===== src/hdl/zia_pkg.sv =====
// ----------------------------------------------------------------------------
// zia_pkg
// Shared constants, register codes and types of the zone intrusion alert.
// ----------------------------------------------------------------------------
package zia_pkg;

    // Geometry and sizes
    localparam int COORD_BITS     = 12;
    localparam int NUM_VERTICES   = 4;
    localparam int NUM_CAMERAS    = 2;
    localparam int HIT_COUNT_BITS = 8;

    // Half-pixel point and vertex width, signed difference width, product width
    localparam int POINT_W = COORD_BITS + 1;
    localparam int DIFF_W  = POINT_W + 1;
    localparam int PROD_W  = 2 * DIFF_W;

    // Configuration word widths
    localparam int VERT_REG_W  = 4 * COORD_BITS;
    localparam int CFG_DATA_W  = VERT_REG_W;
    localparam int COOLDOWN_W  = 31;
    localparam int TIME_W      = 32;
    localparam int HIT_OUT_W   = 8;

    // Configuration register indexes
    typedef enum logic [2:0] {
        CFG_CAM0_V01  = 3'd0,
        CFG_CAM0_V23  = 3'd1,
        CFG_CAM1_V01  = 3'd2,
        CFG_CAM1_V23  = 3'd3,
        CFG_ZONE_MASK = 3'd4,
        CFG_COOLDOWN  = 3'd5
    } cfg_index_t;

    typedef logic [POINT_W-1:0] point_t;

    // Result of one polygon edge
    typedef struct packed {
        logic on_edge;
        logic flip;
    } edge_res_t;

    // Frame-end status towards the result register
    typedef struct packed {
        logic                 intrusion;
        logic                 alert;
        logic [HIT_OUT_W-1:0] hit_count;
    } frame_res_t;

endpackage


===== src/hdl/zia_frame_state.sv =====
// ----------------------------------------------------------------------------
// zia_frame_state
// Frame hit counter, per-camera intrusion history and alert cooldown.
// ----------------------------------------------------------------------------
module zia_frame_state (
    input  logic                           clk,
    input  logic                           rst_n,
    input  logic                           advance,
    input  logic                           camera,
    input  logic                           box_hit,
    input  logic                           frame_last,
    input  logic                           zone_active,
    input  logic [zia_pkg::TIME_W-1:0]     now_ms,
    input  logic [zia_pkg::COOLDOWN_W-1:0] cooldown,
    output zia_pkg::frame_res_t            res
);

    localparam logic [zia_pkg::HIT_COUNT_BITS-1:0] HIT_MAX = '1;

    logic [zia_pkg::HIT_COUNT_BITS-1:0] frame_hits_reg;
    logic [zia_pkg::HIT_COUNT_BITS-1:0] frame_hits_next;
    logic [zia_pkg::HIT_COUNT_BITS-1:0] hits_now;
    logic [zia_pkg::HIT_COUNT_BITS+zia_pkg::HIT_OUT_W-1:0] hits_ext;
    logic [zia_pkg::NUM_CAMERAS-1:0]    prev_intr_reg;
    logic [zia_pkg::NUM_CAMERAS-1:0]    prev_intr_next;
    logic [zia_pkg::TIME_W-1:0]         last_alert_reg [zia_pkg::NUM_CAMERAS];
    logic [zia_pkg::TIME_W-1:0]         elapsed;
    logic                               cam_ok;
    logic                               intrusion;
    logic                               alert;

    // Saturating hit count including this item
    assign hits_now = (box_hit && (frame_hits_reg != HIT_MAX))
                    ? frame_hits_reg + 1'b1 : frame_hits_reg;
    assign hits_ext = {{zia_pkg::HIT_OUT_W{1'b0}}, hits_now};

    assign cam_ok  = 32'(camera) < zia_pkg::NUM_CAMERAS;
    assign elapsed = now_ms - last_alert_reg[camera];

    // Decide intrusion and alert at frame end
    assign intrusion = frame_last && cam_ok && zone_active && (hits_now != '0);
    assign alert     = intrusion && !prev_intr_reg[camera]
                    && (elapsed >= {1'b0, cooldown});

    always_comb
    begin
        frame_hits_next = frame_last ? '0 : hits_now;
        prev_intr_next  = prev_intr_reg;
        if (frame_last && cam_ok) begin
            prev_intr_next[camera] = intrusion;
        end
    end

    // Hold state; advance when the item leaves the input register
    always_ff @(posedge clk or negedge rst_n)
    begin
        if (!rst_n) begin
            frame_hits_reg <= '0;
            prev_intr_reg  <= '0;
            for (int c = 0; c < zia_pkg::NUM_CAMERAS; c++) begin
                last_alert_reg[c] <= '0;
            end
        end else if (advance) begin
            frame_hits_reg <= frame_hits_next;
            prev_intr_reg  <= prev_intr_next;
            if (alert) begin
                last_alert_reg[camera] <= now_ms;
            end
        end
    end

    assign res.intrusion = intrusion;
    assign res.alert     = alert;
    assign res.hit_count = hits_ext[zia_pkg::HIT_OUT_W-1:0];

endmodule


===== config.mk =====
export PLATFORM = sky130hd
export DESIGN_NAME = zia_frame_state
export DESIGN_NICKNAME = d
export VERILOG_FILES = /design/src/hdl/zia_pkg.sv /design/src/hdl/zia_frame_state.sv
export SDC_FILE = /design/constraint.sdc
export NUM_CORES = 1
export LEC_CHECK = 0
export BUFFER_PORTS_ARGS = -buffer_cell sky130_fd_sc_hd__buf_2
export CORE_MARGIN = 10
export CORE_UTILIZATION = 50
export DETAILED_ROUTE_END_ITERATION = 6
export PLACE_DENSITY_LB_ADDON = 0.25
export SYNTH_ARGS = -nofsm -noshare
export SYNTH_HDL_FRONTEND = slang
export SYNTH_SLANG_ARGS = --single-unit

===== constraint.sdc =====
create_clock -name clk -period 9.8 [get_ports clk]
set_input_delay 1.96 -clock clk [delete_from_list [all_inputs] [get_ports clk]]
set_output_delay 1.96 -clock clk [all_outputs]
set_load 0.01 [all_outputs]

==> run summary <==
Via count of the first global-routing pass: 5017
TritonCTS Sinks: 74
Cell family with the largest share of critical-path delay: compound AO/OA/AOI/OAI gates
Number of buffers and inverters on the critical path: 3
Die extent in y: 132 um
Core Footprint: 12200 um^2
Hold Violations, Final: 0
Drt drc: 0
Inserted Clock Buffers: 9
Count of port buffers added during placement: 79
Wire length of the first global-routing pass: 24800 um
Arrival time worst endpoint: 6.85 ns
Row Count: 40
Die area: 17400 um^2
Setup fix buffers added after clock tree synthesis: 0
Syn Inst Count: 605
CTS tree: built
Cell count after placement: 838
Vias per std cell: 5.67
Kind of start point of the critical path: primary input
Average footprint of a synthesized cell: 10.4 um^2
Share of the clock period used by the worst path: 89.9%
Vias: 4840
Cell types occupying the most area after synthesis: dfrtp_1, mux2_4, ha_1, mux2i_1, a21oi_1
Cell with the biggest individual delay on the critical path: a211oi_2
Transition time of the tightest slew-check pin: 1.01 ns
Number of pins with negative max-slew slack in the final report: 0
CTS hold repair buffers: 0
Power Dens Cells: 312 nW/um^2
Number of distinct library cells after synthesis: 64
Routability congestion estimate from global placement: 0.933
Area overhead of the layout relative to synthesis: 12.1%
Number of max-capacitance violations reported: 0
Diode insertion count for antenna repair: 0
Final period demand of the worst path: 8.81 ns
Final Routed Wirelength: 14900 um
Final number of setup-violating endpoints: 0
Critical path cell sequence: buf_2 > buf_4 > mux2i_1 > fa_1 > a211oi_1 > o21ai_1 > o2111ai_1 > a21boi_1 > o21ai_0 > a21boi_0 > or4b_1 > nand3_1 > ha_1 > nand4_1 > nor4_1 > nand2_1 > o211ai_1 > a311oi_1 > a211oi_2 > o211a_1 > buf_2
Ratio of cells with drive above 1 in the final layout: 26.8%
Top cell type's share of synthesized area: 29.5%
LEAKAGE: 0.00364 uW
Pin count of the biggest net entering global routing: 75
Worst path max stage delay: 0.53 ns
Post-layout utilization of the core: 57.8%
Post-detailed-placement half-perimeter wirelength: 11300 um
Status: finished clean
Post-cts gate resize count: 0
Max FFs per register: 64
CTS HTree Levels: 3
Number of synthesized flops with an enable pin: 0
Top post-synthesis cells by count: dfrtp_1, ha_1, mux2_4
Share of synthesized flip-flops with an asynchronous set or reset: 100%
Post-placement setup slack: 1.11 ns
Tightest Hold Check Type: register to register
Least setup slack across all paths after layout: 0.991 ns
Initial antenna violation count: 0
Final std cells w/o fill: 854
Syn. warnings: 0
Fmax: 114 MHz
Reg clk slew, reported paths: 0.06 ns
CP dominant cell by count: buf_2
Most area-hungry cell type in the Yosys netlist: dfrtp_1
Highest net fanout along the worst path: 19
Dominant register cell in the synthesized netlist: dfrtp_1
Flop and latch count out of synthesis: 74
Worst IR drop on VDD: 0.146 mV
Crit Path Category: primary input to output port
Detailed Route Iter0 Violations: 358
Total Routing Usage GR: 17.1%
WL per Instance: 17.5 um
Antenna Violating Nets Remaining: 0
Initial standard-cell utilization of the core: 51.6%
RSZ-0062 raised after global routing: false
Setup slack of the worst register-to-register path: 3.72 ns
Sequential cell area fraction in the yosys report: 29.5%
Maximum buffer depth of the clock tree: 2
Layout Skew: 0.00805 ns
Cell with the most instances after synthesis: dfrtp_1
Synthesized netlist net count: 740
Mapped Area: 6280 um^2
Worst relative slew slack: 32.6%
First-pass iteration count of the detailed router: 5
Source-to-sink clock delay at the later pin of the worst-skew pair: 0.35 ns
WP data required: 7.84 ns
Total number of nets in the final design: 816
IO Count: 80
GRT overflow: 0
Root buffer cell: clkbuf_16
Final-layout setup total negative slack: 0 ns
Die extent in x: 132 um
Endpoint kind of the worst setup timing path: output port
==> cells in the final DEF (no fill, tap or decap), types with 3 or more instances in the layout <==
| master | count |
|---|---|
| buf_2 | 79 |
| dfrtp_1 | 74 |
| ha_1 | 64 |
| mux2_4 | 60 |
| inv_1 | 49 |
| a21oi_1 | 37 |
| mux2i_1 | 35 |
| nor2_1 | 30 |
| nand2_1 | 29 |
| o21ai_0 | 24 |
| a21o_1 | 17 |
| xnor2_1 | 12 |
| nand3_1 | 11 |
| nand4_1 | 10 |
| xor2_1 | 10 |
| a211oi_1 | 9 |
| clkbuf_16 | 9 |
| nor3_1 | 7 |
| mux2_2 | 7 |
| o21a_1 | 6 |
| o22ai_1 | 6 |
| buf_4 | 6 |
| o211ai_1 | 5 |
| o21bai_1 | 5 |
| nand2b_1 | 4 |
| and3_1 | 4 |
| nor4_1 | 4 |
| or3_1 | 4 |
| a31oi_1 | 4 |
| o21ai_1 | 3 |
| o31ai_1 | 3 |
| a41oi_1 | 3 |
| and2_1 | 3 |
| a21boi_0 | 3 |
| nor2b_1 | 3 |
| nand3b_1 | 3 |
==> path summary, 6_finish.rpt <==
| check | from | endpoint | cells after the start |
|---|---|---|---|
| max | camera | res[8] | 21 |
| min | last_alert_reg[32] | last_alert_reg[32] | 1 |
| max reg2reg | last_alert_reg[0] | last_alert_reg[57] | 22 |
| min reg2reg | last_alert_reg[32] | last_alert_reg[32] | 1 |
| min in group asynchronous | rst_n | last_alert_reg[37] | 2 |
| max in group asynchronous | rst_n | last_alert_reg[52] | 2 |
==> where the power goes <==
part           total (uW)  internal (uW)  switching (uW)  leakage, uW
clock                 333            204             129     0.000143
sequential            524            441            83.1     0.000932
combinational        1340            648             691      0.00256
==> routing by layer <==
layer	share of wire, %	GRT usage, %	routed length [um]
met1	46	21.3	6920
met2	48	28.4	7100
met3	4.9	4.76	738
met4	1.1	4.20	162
met5	0	0	0
==> area by class of cell <==
cell class              count  area [um^2]
multi-input cells         461         4050
repair buffers             85          440
fillers                  1063         5130
inverters                  50          188
well taps                 168          210
clock inverters             4         51.3
clock buffers              12          246
flip-flops and latches     74         1850
==> logic make-up after synthesis <==
family / after synthesis / synth area share [%]
fa+ha+maj: 65 / 13.1
simple gates: 119 / 9.57
mux: 102 / 21.2
buf+inv: 70 / 6.04
flops: 74 / 29.5
compound gates: 151 / 17.0
xor+xnor: 24 / 3.59
==> through the flow <==
step / cell area, um^2 / hold slack (ns) / power [uW]
2_1_floorplan: 6280 / 0.475 / 1550
3_3_place_gp: 6740 / 0.485 / 1790
3_5_place_dp: 6740 / 0.490 / 1840
4_1_cts: 7030 / 0.503 / 2190
5_1_grt: 7030 / 0.514 / 2370
6_report: 7030 / 0.505 / 2200
(Power assumes the default switching activity.)
